**src/design/radical_simplifier_defines.svh**
```systemverilog
// Assertion macros shared by the radical simplifier modules.
`ifndef RADICAL_SIMPLIFIER_DEFINES_SVH
`define RADICAL_SIMPLIFIER_DEFINES_SVH

// Consequent must hold in the same cycle as the antecedent.
`define RS_ASSERT_IMP(label, clk, rst_n, ante, cons, msg) \
    label: assert property (@(posedge clk) disable iff (!rst_n) (ante) |-> (cons)) \
        else $error(msg);

// Consequent must hold in the cycle after the antecedent.
`define RS_ASSERT_NXT(label, clk, rst_n, ante, cons, msg) \
    label: assert property (@(posedge clk) disable iff (!rst_n) (ante) |=> (cons)) \
        else $error(msg);

`endif

```
**src/design/rs_pkg.sv**
```systemverilog
// Types and constants shared by the radical simplifier modules.
package rs_pkg;

    // Field widths of one input item and one result item.
    localparam int COEFF_IN_W = 16;
    localparam int IDX_W      = 5;
    localparam int RAD_IN_W   = 16;
    localparam int XP_W       = 8;
    localparam int COEFF_W    = 24;
    localparam int RAD_OUT_W  = 16;
    localparam int XOUT_W     = 7;
    localparam int XIN_W      = 4;

    // Packed bus widths, padded to whole bytes.
    localparam int S_TDATA_W  = 48;
    localparam int M_TDATA_W  = 56;

    // Smallest legal root index and first trial divisor.
    localparam logic [IDX_W-1:0] IDX_MIN = 5'd2;
    localparam int               D_FIRST = 2;

    // Controller states.
    typedef enum logic [2:0] {
        S_IDLE,
        S_XDIV,
        S_POW,
        S_CMP,
        S_DIV,
        S_APPLY,
        S_DONE
    } t_rs_state;

    // Commands from the controller to the datapath.
    typedef struct packed {
        logic load;
        logic xdiv_step;
        logic pow_init;
        logic pow_step;
        logic div_init;
        logic div_step;
        logic apply;
        logic out_load;
    } t_rs_cmd;

    // Status from the datapath to the controller.
    typedef struct packed {
        logic xdiv_last;
        logic pow_last;
        logic div_last;
        logic p_gt_rad;
        logic rem_zero;
        logic invalid;
    } t_rs_status;

endpackage

```
**src/design/rs_dpath.sv**
```systemverilog
// Datapath: operand registers, power multiplier, shift-subtract dividers, result register.
`include "radical_simplifier_defines.svh"

module rs_dpath
    import rs_pkg::*;
#(
    parameter int RADICAND_BITS = 16,
    parameter int MAX_INDEX     = 16
) (
    input  logic                        i_clk,
    input  logic                        i_rst_n,
    input  t_rs_cmd                     i_cmd,
    output t_rs_status                  o_st,
    input  logic signed [COEFF_IN_W-1:0] i_coeff_in,
    input  logic [IDX_W-1:0]            i_root_index,
    input  logic [RAD_IN_W-1:0]         i_radicand_in,
    input  logic [XP_W-1:0]             i_x_power,
    output logic signed [COEFF_W-1:0]   o_coeff_out,
    output logic [RAD_OUT_W-1:0]        o_radicand_out,
    output logic [XOUT_W-1:0]           o_x_power_outside,
    output logic [XIN_W-1:0]            o_x_power_inside,
    output logic                        o_index_invalid
);

    localparam int RB     = RADICAND_BITS;
    localparam int PW     = RB + 1;
    localparam int DW     = (RB + 1) / 2 + 1;
    localparam int PROD_W = PW + DW;
    localparam int CNT_W  = $clog2(RB + 32);
    localparam logic [PW-1:0] CAP = {1'b1, {RB{1'b0}}};

    // Working registers.
    logic [COEFF_W-1:0] r_coeff;
    logic [IDX_W-1:0]   r_idx;
    logic [RB-1:0]      r_rad;
    logic [DW-1:0]      r_d;
    logic [PW-1:0]      r_p;
    logic [PW-1:0]      r_rem;
    logic [RB-1:0]      r_quo;
    logic [XP_W-1:0]    r_xq;
    logic [IDX_W-1:0]   r_xrem;
    logic [CNT_W-1:0]   r_cnt;

    // Result register.
    logic [COEFF_W-1:0]   r_res_coeff;
    logic [RAD_OUT_W-1:0] r_res_rad;
    logic [XOUT_W-1:0]    r_res_xout;
    logic [XIN_W-1:0]     r_res_xin;
    logic                 r_res_invalid;

    logic [PROD_W-1:0]  w_prod;
    logic [PW-1:0]      w_p_sat;
    logic [PW-1:0]      w_div_shift;
    logic               w_div_ge;
    logic [IDX_W:0]     w_x_shift;
    logic               w_x_ge;
    logic [COEFF_W-1:0] w_coeff_prod;
    logic               w_invalid;
    logic               w_rem_zero;

    // Next power: one multiply by d, saturated at the cap.
    assign w_prod  = PROD_W'(r_p) * PROD_W'(r_d);
    assign w_p_sat = (w_prod > PROD_W'(CAP)) ? CAP : w_prod[PW-1:0];

    // Radicand divider step: shift in the next dividend bit, subtract if it fits.
    assign w_div_shift = {r_rem[RB-1:0], r_quo[RB-1]};
    assign w_div_ge    = (w_div_shift >= r_p);

    // Exponent divider step, same scheme on the narrow values.
    assign w_x_shift = {r_xrem, r_xq[XP_W-1]};
    assign w_x_ge    = (w_x_shift >= {1'b0, r_idx});

    // Coefficient times the extracted factor, wrapping at the result width.
    assign w_coeff_prod = r_coeff * COEFF_W'(r_d);

    assign w_invalid  = (r_idx < IDX_MIN) || (r_idx > IDX_W'(MAX_INDEX));
    assign w_rem_zero = (r_rem == '0);

    // Status toward the controller.
    always_comb begin
        o_st.xdiv_last = (r_cnt == CNT_W'(XP_W - 1));
        o_st.pow_last  = (r_cnt == CNT_W'(r_idx - 5'd1));
        o_st.div_last  = (r_cnt == CNT_W'(RB - 1));
        o_st.p_gt_rad  = (r_p > PW'(r_rad));
        o_st.rem_zero  = w_rem_zero;
        o_st.invalid   = w_invalid;
    end

    // Step counter shared by the three iterative phases.
    always_ff @(posedge i_clk) begin
        if (i_cmd.load || i_cmd.pow_init || i_cmd.div_init) begin
            r_cnt <= '0;
        end else if (i_cmd.xdiv_step || i_cmd.pow_step || i_cmd.div_step) begin
            r_cnt <= r_cnt + 1'b1;
        end
    end

    // Operand capture, factor removal and divisor advance.
    always_ff @(posedge i_clk) begin
        if (i_cmd.load) begin
            r_coeff <= COEFF_W'(i_coeff_in);
            r_idx   <= i_root_index;
            r_rad   <= RB'(i_radicand_in);
            r_d     <= DW'(D_FIRST);
        end else if (i_cmd.apply) begin
            if (w_rem_zero) begin
                r_rad   <= r_quo;
                r_coeff <= w_coeff_prod;
            end else begin
                r_d <= r_d + 1'b1;
            end
        end
    end

    // Power of the trial divisor.
    always_ff @(posedge i_clk) begin
        if (i_cmd.pow_init) begin
            r_p <= PW'(1);
        end else if (i_cmd.pow_step) begin
            r_p <= w_p_sat;
        end
    end

    // Radicand divided by the power.
    always_ff @(posedge i_clk) begin
        if (i_cmd.div_init) begin
            r_rem <= '0;
            r_quo <= r_rad;
        end else if (i_cmd.div_step) begin
            r_rem <= w_div_ge ? (w_div_shift - r_p) : w_div_shift;
            r_quo <= {r_quo[RB-2:0], w_div_ge};
        end
    end

    // Exponent of x divided by the index.
    always_ff @(posedge i_clk) begin
        if (i_cmd.load) begin
            r_xq   <= i_x_power;
            r_xrem <= '0;
        end else if (i_cmd.xdiv_step) begin
            r_xrem <= IDX_W'(w_x_ge ? (w_x_shift - {1'b0, r_idx}) : w_x_shift);
            r_xq   <= {r_xq[XP_W-2:0], w_x_ge};
        end
    end

    // Result register; an invalid index clears every field but the flag.
    always_ff @(posedge i_clk) begin
        if (i_cmd.out_load) begin
            r_res_invalid <= w_invalid;
            if (w_invalid) begin
                r_res_coeff <= '0;
                r_res_rad   <= '0;
                r_res_xout  <= '0;
                r_res_xin   <= '0;
            end else begin
                r_res_coeff <= r_coeff;
                r_res_rad   <= RAD_OUT_W'(r_rad);
                r_res_xout  <= XOUT_W'(r_xq);
                r_res_xin   <= XIN_W'(r_xrem);
            end
        end
    end

    assign o_coeff_out       = r_res_coeff;
    assign o_radicand_out    = r_res_rad;
    assign o_x_power_outside = r_res_xout;
    assign o_x_power_inside  = r_res_xin;
    assign o_index_invalid   = r_res_invalid;

    `RS_ASSERT_NXT(a_pow_saturates, i_clk, i_rst_n, i_cmd.pow_step, r_p <= CAP, "power above cap")
    `RS_ASSERT_NXT(a_invalid_zero, i_clk, i_rst_n, i_cmd.out_load && w_invalid, r_res_coeff == '0 && r_res_xin == '0, "invalid result not cleared")
    `RS_ASSERT_NXT(a_rad_shrinks, i_clk, i_rst_n, i_cmd.apply && w_rem_zero, r_rad < $past(r_rad), "radicand did not shrink")

endmodule

```
**src/design/rs_ctrl.sv**
```systemverilog
// Controller: sequences the exponent division, power, trial division and result hand-off.
`include "radical_simplifier_defines.svh"

module rs_ctrl
    import rs_pkg::*;
(
    input  logic       i_clk,
    input  logic       i_rst_n,
    input  logic       i_s_valid,
    output logic       o_s_ready,
    output logic       o_m_valid,
    input  logic       i_m_ready,
    input  t_rs_status i_st,
    output t_rs_cmd    o_cmd
);

    t_rs_state r_state;
    t_rs_state n_state;
    logic      r_out_valid;

    // State register.
    always_ff @(posedge i_clk) begin
        if (!i_rst_n) begin
            r_state <= S_IDLE;
        end else begin
            r_state <= n_state;
        end
    end

    // Next state.
    always_comb begin
        n_state = r_state;
        case (r_state)
            S_IDLE: begin
                if (i_s_valid) begin
                    n_state = S_XDIV;
                end
            end
            S_XDIV: begin
                if (i_st.xdiv_last) begin
                    n_state = i_st.invalid ? S_DONE : S_POW;
                end
            end
            S_POW: begin
                if (i_st.pow_last) begin
                    n_state = S_CMP;
                end
            end
            S_CMP: begin
                n_state = i_st.p_gt_rad ? S_DONE : S_DIV;
            end
            S_DIV: begin
                if (i_st.div_last) begin
                    n_state = S_APPLY;
                end
            end
            S_APPLY: begin
                n_state = S_POW;
            end
            S_DONE: begin
                if (!r_out_valid || i_m_ready) begin
                    n_state = S_IDLE;
                end
            end
            default: begin
                n_state = S_IDLE;
            end
        endcase
    end

    // Commands for the datapath; no item is taken while reset is held.
    always_comb begin
        o_cmd     = '0;
        o_s_ready = 1'b0;
        case (r_state)
            S_IDLE: begin
                o_s_ready  = i_rst_n;
                o_cmd.load = i_s_valid && i_rst_n;
            end
            S_XDIV: begin
                o_cmd.xdiv_step = 1'b1;
                o_cmd.pow_init  = i_st.xdiv_last && !i_st.invalid;
            end
            S_POW: begin
                o_cmd.pow_step = 1'b1;
            end
            S_CMP: begin
                o_cmd.div_init = !i_st.p_gt_rad;
            end
            S_DIV: begin
                o_cmd.div_step = 1'b1;
            end
            S_APPLY: begin
                o_cmd.apply    = 1'b1;
                o_cmd.pow_init = 1'b1;
            end
            S_DONE: begin
                o_cmd.out_load = !r_out_valid || i_m_ready;
            end
            default: begin
                o_cmd = '0;
            end
        endcase
    end

    // Result valid flag: set on load, cleared when the item is taken.
    always_ff @(posedge i_clk) begin
        if (!i_rst_n) begin
            r_out_valid <= 1'b0;
        end else if (o_cmd.out_load) begin
            r_out_valid <= 1'b1;
        end else if (i_m_ready) begin
            r_out_valid <= 1'b0;
        end
    end

    assign o_m_valid = r_out_valid;

    `RS_ASSERT_IMP(a_no_overwrite, i_clk, i_rst_n, o_cmd.out_load, !r_out_valid || i_m_ready, "result overwritten")
    `RS_ASSERT_NXT(a_load_starts, i_clk, i_rst_n, o_cmd.load, r_state == S_XDIV, "item accepted but work not started")
    `RS_ASSERT_IMP(a_apply_after_div, i_clk, i_rst_n, r_state == S_APPLY, $past(r_state) == S_DIV, "apply without division")

endmodule

```
**src/design/radical_simplifier.sv**
```systemverilog
// Top level of the radical simplifier: stream ports, controller and datapath.
//
//  Channel  Direction  Payload
//  s_axis   in         tdata: coeff_in, root_index, radicand_in, x_power
//  m_axis   out        tdata: coeff_out, radicand_out, x_power_outside, x_power_inside;
//                      tuser: index_invalid
//
// One item is worked at a time. Its run time is set by the trial loop, which runs once
// per trial (divisors tried plus factors removed); each trial is an idx-step power multiply
// and a RADICAND_BITS-step divider. Reset is synchronous, active low, and empties the block.
// A finished result waits in the output register while the next item is taken in.

module radical_simplifier
    import rs_pkg::*;
#(
    parameter int RADICAND_BITS = 16,
    parameter int MAX_INDEX     = 16
) (
    input  logic                 i_clk,
    input  logic                 i_rst_n,
    input  logic                 s_axis_tvalid,
    output logic                 s_axis_tready,
    // [15:0] coeff_in, [20:16] root_index, [36:21] radicand_in, [44:37] x_power, rest zero
    input  logic [S_TDATA_W-1:0] s_axis_tdata,
    output logic                 m_axis_tvalid,
    input  logic                 m_axis_tready,
    // [23:0] coeff_out, [39:24] radicand_out, [46:40] x_power_outside,
    // [50:47] x_power_inside, rest zero
    output logic [M_TDATA_W-1:0] m_axis_tdata,
    // [0] index_invalid
    output logic [0:0]           m_axis_tuser
);

    localparam int M_USED_W = COEFF_W + RAD_OUT_W + XOUT_W + XIN_W;

    t_rs_cmd    w_cmd;
    t_rs_status w_st;

    logic signed [COEFF_W-1:0] w_coeff_out;
    logic [RAD_OUT_W-1:0]      w_radicand_out;
    logic [XOUT_W-1:0]         w_x_outside;
    logic [XIN_W-1:0]          w_x_inside;
    logic                      w_invalid;

    // Sequencer.
    rs_ctrl u_ctrl (
        .i_clk     (i_clk),
        .i_rst_n   (i_rst_n),
        .i_s_valid (s_axis_tvalid),
        .o_s_ready (s_axis_tready),
        .o_m_valid (m_axis_tvalid),
        .i_m_ready (m_axis_tready),
        .i_st      (w_st),
        .o_cmd     (w_cmd)
    );

    // Arithmetic and result register.
    rs_dpath #(
        .RADICAND_BITS (RADICAND_BITS),
        .MAX_INDEX     (MAX_INDEX)
    ) u_dpath (
        .i_clk             (i_clk),
        .i_rst_n           (i_rst_n),
        .i_cmd             (w_cmd),
        .o_st              (w_st),
        .i_coeff_in        (s_axis_tdata[COEFF_IN_W-1:0]),
        .i_root_index      (s_axis_tdata[COEFF_IN_W +: IDX_W]),
        .i_radicand_in     (s_axis_tdata[COEFF_IN_W + IDX_W +: RAD_IN_W]),
        .i_x_power         (s_axis_tdata[COEFF_IN_W + IDX_W + RAD_IN_W +: XP_W]),
        .o_coeff_out       (w_coeff_out),
        .o_radicand_out    (w_radicand_out),
        .o_x_power_outside (w_x_outside),
        .o_x_power_inside  (w_x_inside),
        .o_index_invalid   (w_invalid)
    );

    // Pack the result item.
    assign m_axis_tdata = {{(M_TDATA_W - M_USED_W){1'b0}}, w_x_inside, w_x_outside,
                           w_radicand_out, w_coeff_out};
    assign m_axis_tuser = w_invalid;

endmodule
```
**config.mk**
```make
export PLATFORM = sky130hd
export DESIGN_NAME = radical_simplifier
export DESIGN_NICKNAME = d
export VERILOG_FILES = /design/src/design/rs_pkg.sv /design/src/design/rs_dpath.sv /design/src/design/rs_ctrl.sv /design/src/design/radical_simplifier.sv
export VERILOG_INCLUDE_DIRS = /design/src /design/src/design
export SDC_FILE = /design/constraint.sdc
export NUM_CORES = 1
export LEC_CHECK = 0
export BUFFER_PORTS_ARGS = -buffer_cell sky130_fd_sc_hd__buf_2
export CAP_MARGIN = 20
export CORE_MARGIN = 2
export CORE_UTILIZATION = 60
export DETAILED_ROUTE_END_ITERATION = 16
export GPL_TIMING_DRIVEN = 0
export PLACE_DENSITY = 0.9
export SETUP_SLACK_MARGIN = 0.02
export SYNTH_ARGS = -nofsm -noshare
export SYNTH_HDL_FRONTEND = slang
export SYNTH_SLANG_ARGS = --single-unit
```
**constraint.sdc**
```tcl
create_clock -name i_clk -period 9.2 [get_ports i_clk]
set_input_delay 1.84 -clock i_clk [delete_from_list [all_inputs] [get_ports i_clk]]
set_output_delay 1.84 -clock i_clk [all_outputs]
set_load 0.005 [all_outputs]
```
==> Implementation_results.wiki, run 1 <==
{| class="wikitable"
! Metric !! Value
|-
| Status || finished clean
|-
| Unrepaired setup endpoints after global routing || false
|-
| Post-CTS setup-driven buffer insertion count || 0
|-
| Effective utilization at floorplan || 0.6110
|-
| Initial antenna violation count || 0
|-
| Post-Syn Area || 0.01879 mm2
|-
| Congestion Overflow GR || 0
|-
| Register bit count reported by yosys || 179
|-
| CTS hold repair buffers || 0
|-
| Final-report max-slew violation count || 0
|-
| Predominant post-synthesis flop cell || sky130_fd_sc_hd__edfxtp_1
|-
| DR vias || 15870
|-
| Power density over cell area || 193.1 mW/mm2
|-
| Share of layout cells above drive strength 1 || 0.07949
|-
| Actual slew at the worst max-slew pin || 1.061 ns
|-
| Commonest non-fill, non-tap cells in the layout || sky130_fd_sc_hd__nand2_1, sky130_fd_sc_hd__inv_1, sky130_fd_sc_hd__fa_1
|-
| Synth-to-layout area growth || 8.823%
|-
| Critical path data required time || 9.56 ns
|-
| Final total negative setup slack || 0 ns
|-
| Master of the slowest instance on the critical path || sky130_fd_sc_hd__clkbuf_1
|-
| Utilization after layout || 0.6650
|-
| Arrival time at the worst endpoint || 7.70 ns
|-
| Gates resized, CTS repair || 0
|-
| Main combinational cell family by area after synthesis || adder cells
|-
| Global-route wire length before repair || 83.25 mm
|-
| Fraction of synthesized cell area in xor and xnor cells || 0.03263
|-
| Share of synthesized cell area in full adder, half adder and majority cells || 0.3260
|-
| Number of top-level pins || 111
|-
| Count of endpoints failing setup in the final report || 0
|-
| Achievable clock frequency || 136.1 MHz
|-
| Clock tree from TritonCTS || yes
|-
| Worst voltage drop across the vdd grid || 0.0001325 V
|-
| Startpoint kind of the worst setup timing path || flop
|-
| Multi-input gate area || 0.01243 mm2
|-
| Most frequent cell on the critical path || sky130_fd_sc_hd__fa_1
|-
| Gpl congestion || 0.9470
|-
| Post-CTS clock slew at the launch and capture registers of the worst setup and hold paths || 0.07 ns
|-
| Drt pass-1 iters || 6
|-
| Compound-cell area share of the yosys netlist || 0.08917
|-
| Critical path fanouts, max || 10
|-
| Number of vias per cell || 6.135
|-
| Die ar. || 0.03275 mm2
|-
| Cell family with the largest share of critical-path delay || adder cells
|-
| Synth async-reset ratio || 0
|-
| Syn Area/Cell || 9.183 um2
|-
| Portion of the post-synthesis area used by sequential elements || 0.2552
|-
| Number of nets in the layout || 2579
|-
| Master cell of the clock root buffer || sky130_fd_sc_hd__clkbuf_16
|-
| Total wire length || 51.30 mm
|-
| # fillers || 2166
|-
| Cell count after synthesis || 2046
|-
| Yosys warning total || 0
|-
| Power, Total || 3.948 mW
|-
| Core Rows || 64
|-
| DR DRC count || 0
|-
| H-tree lvl count || 4
|-
| Overall die height || 181.0 um
|-
| Crit Path Category || reg -> reg
|-
| Placed wire-length estimate after detailed placement || 38.71 mm
|-
| All-layer global routing usage || 0.3214
|-
| DRC violation total after the first TritonRoute iteration || 1772
|-
| List of cells traversed by the critical path || clkbuf_1 > clkbuf_1 > clkbuf_1 > nand2_1 > fa_1 > inv_1 > fa_1 > fa_1 > inv_1 > fa_1 > inv_1 > ha_1 > nand3_1 > a211oi_1 > or4_4 > and3_4 > a311oi_2 > xnor2_1 > or4_1 > buf_2 > buf_6 > o21a_1
|-
| Most common library cell in the layout ignoring fill and taps || sky130_fd_sc_hd__nand2_1
|-
| Critical Path End Type || flop
|-
| Number of buffers added on ports || 102
|-
| Leakage || 9.478 nW
|-
| ANT nets after route || 0
|-
| Count of flip-flops with a built-in enable after synthesis || 121
|-
| Core Footprint || 0.03075 mm2
|-
| Max Root-Sink Buffers || 2
|-
| Clock Skew || 0.01169 ns
|-
| Number of buffers created by CTS || 17
|-
| Reported max-cap violation count || 0
|-
| Post-route clock period utilization || 0.7984
|-
| Share of synthesized area spent on multiplexers || 0.02297
|-
| Synth cell types || 71
|-
| Final period demand of the worst path || 7.345 ns
|-
| Number of global-route vias before repair || 16460
|-
| Max stage delay on crit path || 0.61 ns
|-
| Buffer and inverter count on the worst path || 8
|-
| Simple-gate area share of the yosys netlist || 0.1891
|-
| Clock Sinks || 179
|-
| Clk Latency, worst-skew pair || 0.46 ns
|-
| Number of hold-slack violations in the final timing report || 0
|-
| Maximum number of pins on one net before global-route repair || 31
|-
| Max transition margin || 0.2744
|-
| Horizontal extent of the die || 181.0 um
|-
| Routed WL per cell || 19.84 um
|-
| Hold WC Path Type || reg -> reg
|-
| Sequential cell area || 0.004795 mm2
|}
==> final cells by class <==
type                            instances  area share
Tap cell                              396     0.02423
Multi-Input combinational cell       1455      0.6078
Buffer                                112     0.02203
Clock buffer                           20     0.02240
Sequential cell                       179      0.2345
Timing Repair Buffer                  107     0.02766
Inverter                              304     0.05581
Antenna cell                            1   0.0001224
Clock inverter                         12    0.005446
==> kinds of logic after synthesis <==
family	after synthesis
compound gates	254
xor+xnor	70
fa+ha+maj	351
buf+inv	416
flops	179
mux	41
other cells	1
simple gates	734
==> stage by stage <==
stage                     area (um2)  worst slack, ns  hold slack [ns]  instances
after floorplan                18800            3.137           0.4337       2050
after global placement         19810            2.265           0.4513       2548
after detailed placement       19870            2.087           0.4520       2552
after CTS                      20440            2.067           0.4743       2584
after global routing           20440            1.694           0.5078       2585
final                          20450            1.855           0.4691       2586
==> worst paths after layout <==
check	from	endpoint	slack, ns	depth (start not counted)
max	u_dpath.r_d[0]$_SDFFE_PP0P_	u_dpath.r_p[16]$_SDFFE_PP0P_	1.85	22
min	u_dpath.r_rem[16]$_SDFFE_PP0P_	u_dpath.r_rem[16]$_SDFFE_PP0P_	0.47	1
max reg2reg	u_dpath.r_d[0]$_SDFFE_PP0P_	u_dpath.r_p[16]$_SDFFE_PP0P_	1.85	22
min reg2reg	u_dpath.r_rem[16]$_SDFFE_PP0P_	u_dpath.r_rem[16]$_SDFFE_PP0P_	0.47	1
==> power breakdown <==
group | total [mW] | internal [mW] | switching (mW)
clock | 0.729 | 0.372 | 0.358
combinational | 2.04 | 0.789 | 1.25
sequential | 1.18 | 1.07 | 0.110
total | 3.95 | 2.23 | 1.72
==> metal layers <==
layer | GRT usage | vias to the layer above | share of wire | wire length (um)
met2 | 0.5202 | 1057 | 0.47 | 24120
met1 | 0.3931 | 7697 | 0.36 | 18410
met4 | 0.1854 | 0 | 0.059 | 3050
met5 | 0 | - | 0 | 0
li1 | - | 6857 | - | -
met3 | 0.08164 | 254 | 0.11 | 5723
==> cells in the mapped netlist (15+ instances only) <==
master	instances	area, um2
sky130_fd_sc_hd__or3_1	16	100.1
sky130_fd_sc_hd__ha_1	120	1501
sky130_fd_sc_hd__edfxtp_1	121	3633
sky130_fd_sc_hd__nand2_1	348	1306
sky130_fd_sc_hd__a21o_1	15	112.6
sky130_fd_sc_hd__inv_1	303	1137
sky130_fd_sc_hd__xnor2_1	38	332.8
sky130_fd_sc_hd__dfxtp_1	58	1161
sky130_fd_sc_hd__mux2i_1	24	240.2
sky130_fd_sc_hd__nor3_1	20	100.1
sky130_fd_sc_hd__a211oi_1	15	112.6
sky130_fd_sc_hd__clkbuf_1	99	371.6
sky130_fd_sc_hd__a21oi_1	49	245.2
sky130_fd_sc_hd__mux2_2	17	191.4
sky130_fd_sc_hd__and2_1	182	1139
sky130_fd_sc_hd__nor2_1	62	232.7
sky130_fd_sc_hd__nand3_1	27	135.1
sky130_fd_sc_hd__o21ai_0	57	285.3
sky130_fd_sc_hd__fa_1	231	4624
sky130_fd_sc_hd__xor2_1	32	280.3
==> sequential cells by signal, indices dropped and copies added, names as in the netlist, 8 cells and up <==
| register | flops |
|---|---|
| u_dpath.o_coeff_out | 24 |
| u_dpath.r_xq | 8 |
| u_dpath.r_rad | 16 |
| u_dpath.r_d | 9 |
| u_dpath.o_radicand_out | 16 |
| u_dpath.r_coeff | 24 |
| u_dpath.r_quo | 16 |
| u_dpath.r_rem | 17 |
| u_dpath.r_p | 17 |
==> worst register-to-register path, stage by stage, from the launching register on <==
cell and delay (ns):
sky130_fd_sc_hd__dfxtp_1 0.35, sky130_fd_sc_hd__clkbuf_1 0.37, sky130_fd_sc_hd__clkbuf_1 0.61, sky130_fd_sc_hd__clkbuf_1 0.50, sky130_fd_sc_hd__nand2_1 0.19, sky130_fd_sc_hd__fa_1 0.57, sky130_fd_sc_hd__inv_1 0.06, sky130_fd_sc_hd__fa_1 0.49
sky130_fd_sc_hd__fa_1 0.55, sky130_fd_sc_hd__inv_1 0.05, sky130_fd_sc_hd__fa_1 0.47, sky130_fd_sc_hd__inv_1 0.04, sky130_fd_sc_hd__ha_1 0.44, sky130_fd_sc_hd__nand3_1 0.17, sky130_fd_sc_hd__a211oi_1 0.54, sky130_fd_sc_hd__or4_4 0.28
sky130_fd_sc_hd__and3_4 0.25, sky130_fd_sc_hd__a311oi_2 0.12, sky130_fd_sc_hd__xnor2_1 0.18, sky130_fd_sc_hd__or4_1 0.52, sky130_fd_sc_hd__buf_2 0.20, sky130_fd_sc_hd__buf_6 0.16, sky130_fd_sc_hd__o21a_1 0.16
No activity file was read; power rests on OpenSTA's default activity.
==> inputs of run 2 (changes only) <==
--- a/config.mk
+++ b/config.mk
@@ -9,10 +9,10 @@
 export BUFFER_PORTS_ARGS = -buffer_cell sky130_fd_sc_hd__buf_2
 export CAP_MARGIN = 20
 export CORE_MARGIN = 2
-export CORE_UTILIZATION = 60
+export CORE_UTILIZATION = 57
 export DETAILED_ROUTE_END_ITERATION = 16
 export GPL_TIMING_DRIVEN = 0
-export PLACE_DENSITY = 0.9
+export PLACE_DENSITY = 0.89
 export SETUP_SLACK_MARGIN = 0.02
 export SYNTH_ARGS = -nofsm -noshare
 export SYNTH_HDL_FRONTEND = slang
==> constraint.sdc (replaced) <==
create_clock -name i_clk -period 6.3 [get_ports i_clk]
set_input_delay 1.26 -clock i_clk [delete_from_list [all_inputs] [get_ports i_clk]]
set_output_delay 1.26 -clock i_clk [all_outputs]
set_load 0.005 [all_outputs]
==> run 2 against run 1 <==
  * Largest power group unchanged
  * Clock skew up 0.0024 ns
  * First-iteration DRC count shrank 23%
  * Non-clock buffer count down 1
  * Wire length rose by 0.12%
==> Implementation_results.wiki, run 2 (synthesized netlist as in run 1, its figures left out) <==
{| class="wikitable"
! Metric !! Value
|-
| Seq pwr share || 0.299 (about the same)
|-
| Master cell of the clock root buffer || sky130_fd_sc_hd__clkbuf_16
|-
| DRC violation total after the first TritonRoute iteration || 1358 (-23%)
|-
| Status || finished clean
|-
| DR DRC count || 0 (unchanged)
|-
| Number of vias per cell || 5.962 (-2.8%)
|-
| Crit path launch || u_dpath.r_d[5]$_SDFFE_PP0P_
|-
| Reg2reg start || u_dpath.r_d[5]$_SDFFE_PP0P_
|-
| Critical path data required time || 6.65 ns (-2.91 ns)
|-
| Congestion Overflow GR || 0 (unchanged)
|-
| Core Footprint || 0.03254 mm2 (+5.8%)
|-
| Post-route clock period utilization || 0.9907 (+0.1924)
|-
| Cell internal pwr || 3.290 mW (+48%)
|-
| Horizontal extent of the die || 185.6 um (+2.5%)
|-
| Total wire length || 51.36 mm (+0.12%)
|-
| Clock Sinks || 179 (unchanged)
|-
| Placed wire-length estimate after detailed placement || 38.84 mm (+0.33%)
|-
| Power density over cell area || 280.3 mW/mm2 (+45%)
|-
| Synth-to-layout area growth || 9.909%
|-
| Effective utilization at floorplan || 0.5775 (-0.03356)
|-
| Arrival time at the worst endpoint || 6.59 ns (-1.11 ns)
|-
| DR vias || 15680 (-1.2%)
|-
| Antenna fix cells || 0 (-1)
|-
| Share of total power in the clock network || 0.186 (about the same)
|-
| Global-route wire length before repair || 83.00 mm (-0.30%)
|-
| # fillers || 2469 (+14%)
|-
| Number of nets in the layout || 2578 (-0.039%)
|-
| Final total negative setup slack || 0 ns (unchanged)
|-
| Post-CTS setup-driven buffer insertion count || 0 (unchanged)
|-
| All-layer global routing usage || 0.3114 (-0.009988)
|-
| Number of buffers added on ports || 102 (unchanged)
|-
| Clock tree from TritonCTS || yes
|-
| ANT nets after route || 0 (unchanged)
|-
| Number of buffers created by CTS || 17 (unchanged)
|-
| Commonest non-fill, non-tap cells in the layout || sky130_fd_sc_hd__nand2_1, sky130_fd_sc_hd__inv_1, sky130_fd_sc_hd__fa_1
|-
| Hold Startpoint || u_dpath.r_rem[16]$_SDFFE_PP0P_
|-
| Maximum number of pins on one net before global-route repair || 36 (+16%)
|-
| Max Root-Sink Buffers || 2 (unchanged)
|-
| H-tree lvl count || 4 (unchanged)
|-
| Number of global-route vias before repair || 16460 (-0.018%)
|-
| Logic gate share of total power || 0.516 (about the same)
|-
| Power, Total || 5.788 mW (+47%)
|-
| Most frequent cell on the critical path || sky130_fd_sc_hd__fa_1
|-
| Routed WL per cell || 19.53 um (-1.6%)
|-
| Critical Path End Type || flop
|-
| List of cells traversed by the critical path || buf_2 > clkbuf_2 > and2_1 > fa_1 > fa_1 > fa_1 > inv_1 > fa_1 > inv_1 > ha_1 > a21oi_2 > a21oi_2 > or4_4 > and3_4 > a311oi_2 > xnor2_1 > or4_1 > clkbuf_4 > buf_6 > o21a_1
|-
| Switching power || 2.497 mW (+45%)
|-
| Initial antenna violation count || 0 (unchanged)
|-
| Overall die height || 185.6 um (+2.5%)
|-
| Reported max-cap violation count || 0 (unchanged)
|-
| Startpoint kind of the worst setup timing path || flop
|-
| Clk Latency, worst-skew pair || 0.46 ns (about the same)
|-
| Max transition margin || 0.3188 (+0.04442)
|-
| Count of endpoints failing setup in the final report || 0 (unchanged)
|-
| Final period demand of the worst path || 6.242 ns (-1.103 ns)
|-
| CTS hold repair buffers || 0 (unchanged)
|-
| Core Rows || 66 (+3.1%)
|-
| Number of hold-slack violations in the final timing report || 0 (unchanged)
|-
| Achievable clock frequency || 160.2 MHz (+18%)
|-
| Hold WC Path Type || reg -> reg
|-
| Die ar. || 0.03443 mm2 (+5.1%)
|-
| Final-report max-slew violation count || 0 (unchanged)
|-
| Drt pass-1 iters || 6 (unchanged)
|-
| Critical path fanouts, max || 10 (unchanged)
|-
| Share of layout cells above drive strength 1 || 0.1024 (+0.02289)
|-
| Non-Filler Instances || 2630 (+1.7%)
|-
| Clock Skew || 0.01412 ns (+0.002430 ns)
|-
| Crit Path Category || reg -> reg
|-
| Master of the slowest instance on the critical path || sky130_fd_sc_hd__or4_4
|-
| Leakage || 9.622 nW (+1.5%)
|-
| Gpl congestion || 0.9292 (-1.9%)
|-
| Number of top-level pins || 111 (unchanged)
|-
| Max stage delay on crit path || 0.53 ns (-0.08 ns)
|-
| Worst voltage drop across the vdd grid || 0.0001953 V (+47%)
|-
| Most common library cell in the layout ignoring fill and taps || sky130_fd_sc_hd__nand2_1
|-
| Actual slew at the worst max-slew pin || 1.012 ns (-0.04853 ns)
|-
| Switching fraction of total power || 0.4315 (-0.003725)
|-
| Post-CTS clock slew at the launch and capture registers of the worst setup and hold paths || 0.07 ns (about the same)
|-
| Unrepaired setup endpoints after global routing || true
|-
| Dpl cells || 2599 (+1.8%)
|}
run 2: cell types whose count changed in the layout (fill, tap and decap cells not counted), moves of 3 or more:
cell	before	now
sky130_fd_sc_hd__clkbuf_1	101	59
sky130_fd_sc_hd__clkbuf_2	1	22
sky130_fd_sc_hd__clkbuf_4	0	7
sky130_fd_sc_hd__buf_2	107	112
sky130_fd_sc_hd__a211oi_1	15	12
sky130_fd_sc_hd__a211oi_2	0	3
sky130_fd_sc_hd__inv_8	1	4
run 2: cell type report:
class                           count  area [um2]  share of cell area
Tap cell                          442       553.0             0.02678
Sequential cell                   179        4796              0.2322
Clock inverter                     15       151.4            0.007331
Clock buffer                       17       425.4             0.02060
Timing Repair Buffer              108       569.3             0.02757
Inverter                          304        1141             0.05526
Buffer                            110       538.0             0.02605
Multi-Input combinational cell   1455       12480              0.6042
run 2: repair_timing:
item | 4_1_cts | 5_1_grt
pin swaps | 0 | 2
resized for setup | 38 | 52
endpoints found under the setup margin | 22 | 19
gates cloned | 0 | 0
run 2: final timing paths:
path,end,slack [ns],cells after the start
hold / removal,u_dpath.r_rem[16]$_SDFFE_PP0P_,0.48,1
setup / recovery,u_dpath.r_p[16]$_SDFFE_PP0P_,0.06,20
setup reg to reg,u_dpath.r_p[16]$_SDFFE_PP0P_,0.06,20
hold reg to reg,u_dpath.r_rem[16]$_SDFFE_PP0P_,0.48,1
run 2: routing by layer:
layer | track usage | routed length [um] | vias to the layer above
met5 | 0 | 0 | -
met4 | 0.1924 | 3256 | 0
met3 | 0.07024 | 5022 | 238
met2 | 0.5090 | 24070 | 969
met1 | 0.3757 | 19010 | 7615
li1 | - | - | 6859
run 2: critical path: cells and delay by family, from the launching register on:
kind | cells | cell delay [ns]
fa+ha+maj | 5 | 2.31
compound gates | 4 | 0.74
flops | 1 | 0.39
simple gates | 4 | 1.50
xor+xnor | 1 | 0.14
buf+inv | 6 | 1.03
run 2: through the flow:
stage	hold WS (ns)	utilization	area [um2]	setup slack, ns
final	0.4782	0.6347	20650	0.05829
after floorplan	0.4337	-	18800	0.2374
after CTS	0.4759	0.6325	20580	0.03580
after global placement	0.4505	0.6106	19870	-0.7289
after global routing	0.5022	0.6347	20650	-0.02564
after detailed placement	0.4562	0.6126	19930	-0.8335
run 2: power by group through the flow:
stage | Clock (mW) | Combinational, mW | Sequential, mW
2_1_floorplan | 0 | 2.15 | 1.68
3_3_place_gp | 0 | 2.69 | 1.73
3_5_place_dp | 0 | 2.83 | 1.74
4_1_cts | 1.07 | 2.92 | 1.72
5_1_grt | 1.11 | 3.30 | 1.75
6_report | 1.08 | 2.98 | 1.73
==> inputs of run 3 (changes only) <==
--- a/config.mk
+++ b/config.mk
@@ -9,10 +9,10 @@
 export BUFFER_PORTS_ARGS = -buffer_cell sky130_fd_sc_hd__buf_2
 export CAP_MARGIN = 20
 export CORE_MARGIN = 2
-export CORE_UTILIZATION = 57
+export CORE_UTILIZATION = 28
 export DETAILED_ROUTE_END_ITERATION = 16
 export GPL_TIMING_DRIVEN = 0
-export PLACE_DENSITY = 0.89
+export PLACE_DENSITY = 0.55
 export SETUP_SLACK_MARGIN = 0.02
 export SYNTH_ARGS = -nofsm -noshare
 export SYNTH_HDL_FRONTEND = slang
==> run 3 against run 2 <==
  * Hold slack better by 0.011 ns
  * First-iteration DRC count fell by 26%
  * Sequential share of layout area shrank 0.64 points
  * Utilization decreased by 31 points
  * Maximum frequency is 1.9% higher
  * Non-clock buffer count fell by 2
==> Implementation_results.wiki, run 3 (synthesized netlist as in run 1, its figures left out) <==
{| class="wikitable"
! Metric !! Value
|-
| Cell family with the largest share of critical-path delay || adder cells
|-
| Final period demand of the worst path || 6.127 ns (-0.1147 ns)
|-
| Critical path data required time || 6.66 ns (about the same)
|-
| Hold path cells || 2 (+1)
|-
| Placed wire-length estimate after detailed placement || 44.17 mm (+14%)
|-
| Post-CTS clock slew at the launch and capture registers of the worst setup and hold paths || 0.08 ns (about the same)
|-
| Share of total power in the clock network || 0.185 (about the same)
|-
| Antenna fix cells || 0 (unchanged)
|-
| Final total negative setup slack || 0 ns (unchanged)
|-
| Hold WC Path Type || reg -> reg
|-
| Most frequent cell on the critical path || sky130_fd_sc_hd__fa_1
|-
| Switching power || 2.458 mW (-1.6%)
|-
| Cell area after layout || 0.02125 mm2 (+2.9%)
|-
| Die ar. || 0.06919 mm2 (+100%)
|-
| Critical path fanouts, max || 10 (unchanged)
|-
| Register-to-register setup slack || 0.17 ns (+0.11 ns)
|-
| Crit Path Category || reg -> reg
|-
| Core Footprint || 0.06610 mm2 (+100%)
|-
| Drt pass-1 iters || 5 (-1)
|-
| Achievable clock frequency || 163.2 MHz (+1.9%)
|-
| All-layer global routing usage || 0.1604 (-0.1511)
|-
| Arrival time at the worst endpoint || 6.49 ns (-0.10 ns)
|-
| Master cell of the clock root buffer || sky130_fd_sc_hd__clkbuf_16
|-
| Clk Latency, worst-skew pair || 0.47 ns (about the same)
|-
| Initial antenna violation count || 2 (+2)
|-
| Share of layout cells above drive strength 1 || 0.1066 (+0.004211)
|-
| Logic gate share of total power || 0.512 (-0.004)
|-
| Status || finished clean
|-
| Congestion Overflow GR || 0 (unchanged)
|-
| Reg2reg start || u_dpath.r_p[3]$_SDFFE_PP0P_
|-
| Gpl congestion || 0.8916 (-4.0%)
|-
| Sequential cell area || 0.004800 mm2 (about the same)
|-
| Max stage delay on crit path || 0.58 ns (+0.05 ns)
|-
| Dpl cells || 3019 (+16%)
|-
| Number of buffers added on ports || 102 (unchanged)
|-
| Routed WL per cell || 17.94 um (-8.1%)
|-
| Startpoint kind of the worst setup timing path || flop
|-
| Total wire length || 54.71 mm (+6.5%)
|-
| Count of endpoints failing setup in the final report || 0 (unchanged)
|-
| Reported max-cap violation count || 0 (unchanged)
|-
| Master of the slowest instance on the critical path || sky130_fd_sc_hd__or4_4
|-
| DR vias || 14740 (-6.0%)
|-
| Unrepaired setup endpoints after global routing || true
|-
| Power density over cell area || 268.6 mW/mm2 (-4.2%)
|-
| Multi-input gate area || 0.01250 mm2 (+0.18%)
|-
| Power, Total || 5.708 mW (-1.4%)
|-
| Max transition margin || 0.2918 (-0.02694)
|-
| Synth-to-layout area growth || 13.12%
|-
| Core Rows || 94 (+42%)
|-
| Cell internal pwr || 3.251 mW (-1.2%)
|-
| Hold endpoint || u_dpath.r_xrem[4]$_SDFFE_PP0P_
|-
| Utilization after layout || 0.3216 (-0.3132)
|-
| List of cells traversed by the critical path || clkbuf_1 > nand2_1 > fa_1 > fa_1 > inv_1 > fa_1 > inv_1 > fa_1 > inv_1 > ha_1 > nand3_1 > a211oi_2 > or4_4 > and3_4 > a311oi_2 > xnor2_1 > or4_1 > buf_4 > buf_6 > o21a_1
|-
| Number of vias per cell || 4.834 (-19%)
|-
| Commonest non-fill, non-tap cells in the layout || sky130_fd_sc_hd__nand2_1, sky130_fd_sc_hd__inv_1, sky130_fd_sc_hd__fa_1
|-
| DR DRC count || 0 (unchanged)
|-
| CTS hold repair buffers || 0 (unchanged)
|-
| Number of top-level pins || 111 (unchanged)
|-
| Count of cells along the worst register-to-register path || 20 (unchanged)
|-
| H-tree lvl count || 4 (unchanged)
|-
| Effective utilization at floorplan || 0.2843 (-0.2932)
|-
| Leakage || 9.669 nW (+0.49%)
|-
| DRC violation total after the first TritonRoute iteration || 1009 (-26%)
|-
| FF-to-FF End || u_dpath.r_p[16]$_SDFFE_PP0P_
|-
| Critical Path End Type || flop
|-
| Most common library cell in the layout ignoring fill and taps || sky130_fd_sc_hd__nand2_1
|-
| Post-placement cell area || 0.02047 mm2 (+2.7%)
|-
| Switching fraction of total power || 0.4305 (-0.0009798)
|-
| Maximum number of pins on one net before global-route repair || 33 (-8.3%)
|-
| Overall die height || 263.0 um (+42%)
|-
| Horizontal extent of the die || 263.0 um (+42%)
|-
| Final-report max-slew violation count || 0 (unchanged)
|-
| Placement-stage worst setup slack || -1.071 ns (-0.2373 ns)
|-
| Clock Skew || 0.02213 ns (+0.008008 ns)
|-
| Max Root-Sink Buffers || 2 (unchanged)
|-
| Buffer and inverter count on the worst path || 6 (unchanged)
|-
| Post-route clock period utilization || 0.9725 (-0.01820)
|-
| Clock Sinks || 179 (unchanged)
|-
| Seq pwr share || 0.303 (+0.004)
|-
| Number of buffers created by CTS || 17 (unchanged)
|-
| # fillers || 6881 (+180%)
|-
| Global-route wire length before repair || 87.10 mm (+4.9%)
|-
| Worst voltage drop across the vdd grid || 0.0001563 V (-20%)
|-
| Number of global-route vias before repair || 15300 (-7.0%)
|-
| Non-Filler Instances || 3050 (+16%)
|-
| Post-route setup slack || 0.1729 ns (+0.1147 ns)
|-
| Final-layout worst hold slack || 0.4891 ns (+0.01093 ns)
|-
| Number of hold-slack violations in the final timing report || 0 (unchanged)
|-
| Clock tree from TritonCTS || yes
|-
| ANT nets after route || 0 (unchanged)
|-
| Number of nets in the layout || 2576 (-0.078%)
|-
| Hold Startpoint || u_dpath.r_xrem[4]$_SDFFE_PP0P_
|-
| Actual slew at the worst max-slew pin || 1.035 ns (+0.02297 ns)
|}
run 3: changes by cell type in the layout (fill, tap and decap cells not counted), sizes merged:
cell | before | now
clkinvlp | 3 | 1
clkbuf | 106 | 104
buf | 129 | 130
bufinv | 1 | 0
clkinv | 6 | 4
inv | 309 | 313
run 3: worst min-delay path, cell delays in order (launching register included):
cell	delay, ns
sky130_fd_sc_hd__dfxtp_1	0.32
sky130_fd_sc_hd__nand3_1	0.06
sky130_fd_sc_hd__o21ai_0	0.07
run 3: routing by layer:
metal	up-vias	global-route usage	part of all wire
met5	-	0	0
met4	0	0.04216	0.019
met3	56	0.02245	0.051
met2	409	0.2729	0.49
met1	7427	0.2134	0.44
li1	6852	-	-
run 3: power by group through the flow:
stage	logic, mW	registers (mW)	clock network (mW)
detailed placement	2.87	1.75	0
global route	3.29	1.75	1.12
global placement	2.80	1.75	0
floorplan	2.15	1.68	0
finish	2.92	1.73	1.06
CTS	2.92	1.73	1.08
run 3: cell type report:
type | count | share of cell area
Multi-Input combinational cell | 1455 | 0.5881
Timing Repair Buffer | 106 | 0.02696
Sequential cell | 179 | 0.2258
Clock inverter | 14 | 0.006240
Tap cell | 864 | 0.05086
Buffer | 110 | 0.02814
Inverter | 304 | 0.05369
Clock buffer | 18 | 0.02019
run 3: worst max path at each step:
stage,start,to,slack [ns],depth (start not counted)
4_1_cts,u_dpath.r_p[9]$_SDFFE_PP0P_,u_dpath.r_p[16]$_SDFFE_PP0P_,0.01,20
3_3_place_gp,u_dpath.r_d[0]$_SDFFE_PP0P_,u_dpath.r_p[16]$_SDFFE_PP0P_,-1.02,22
5_1_grt,u_dpath.r_p[15]$_SDFFE_PP0P_,u_dpath.r_p[16]$_SDFFE_PP0P_,0.01,20
3_5_place_dp,u_dpath.r_d[0]$_SDFFE_PP0P_,u_dpath.r_p[16]$_SDFFE_PP0P_,-1.07,22
2_1_floorplan,u_dpath.r_d[0]$_SDFFE_PP0P_,u_dpath.r_p[16]$_SDFFE_PP0P_,0.24,22
6_report,u_dpath.r_p[3]$_SDFFE_PP0P_,u_dpath.r_p[16]$_SDFFE_PP0P_,0.17,20
run 3: what timing repair did:
action / CTS / global route
endpoints found under the setup margin: 24 / 19
resized for setup: 51 / 69
pin swaps: 0 / 4
buffers inserted: 0 / 1
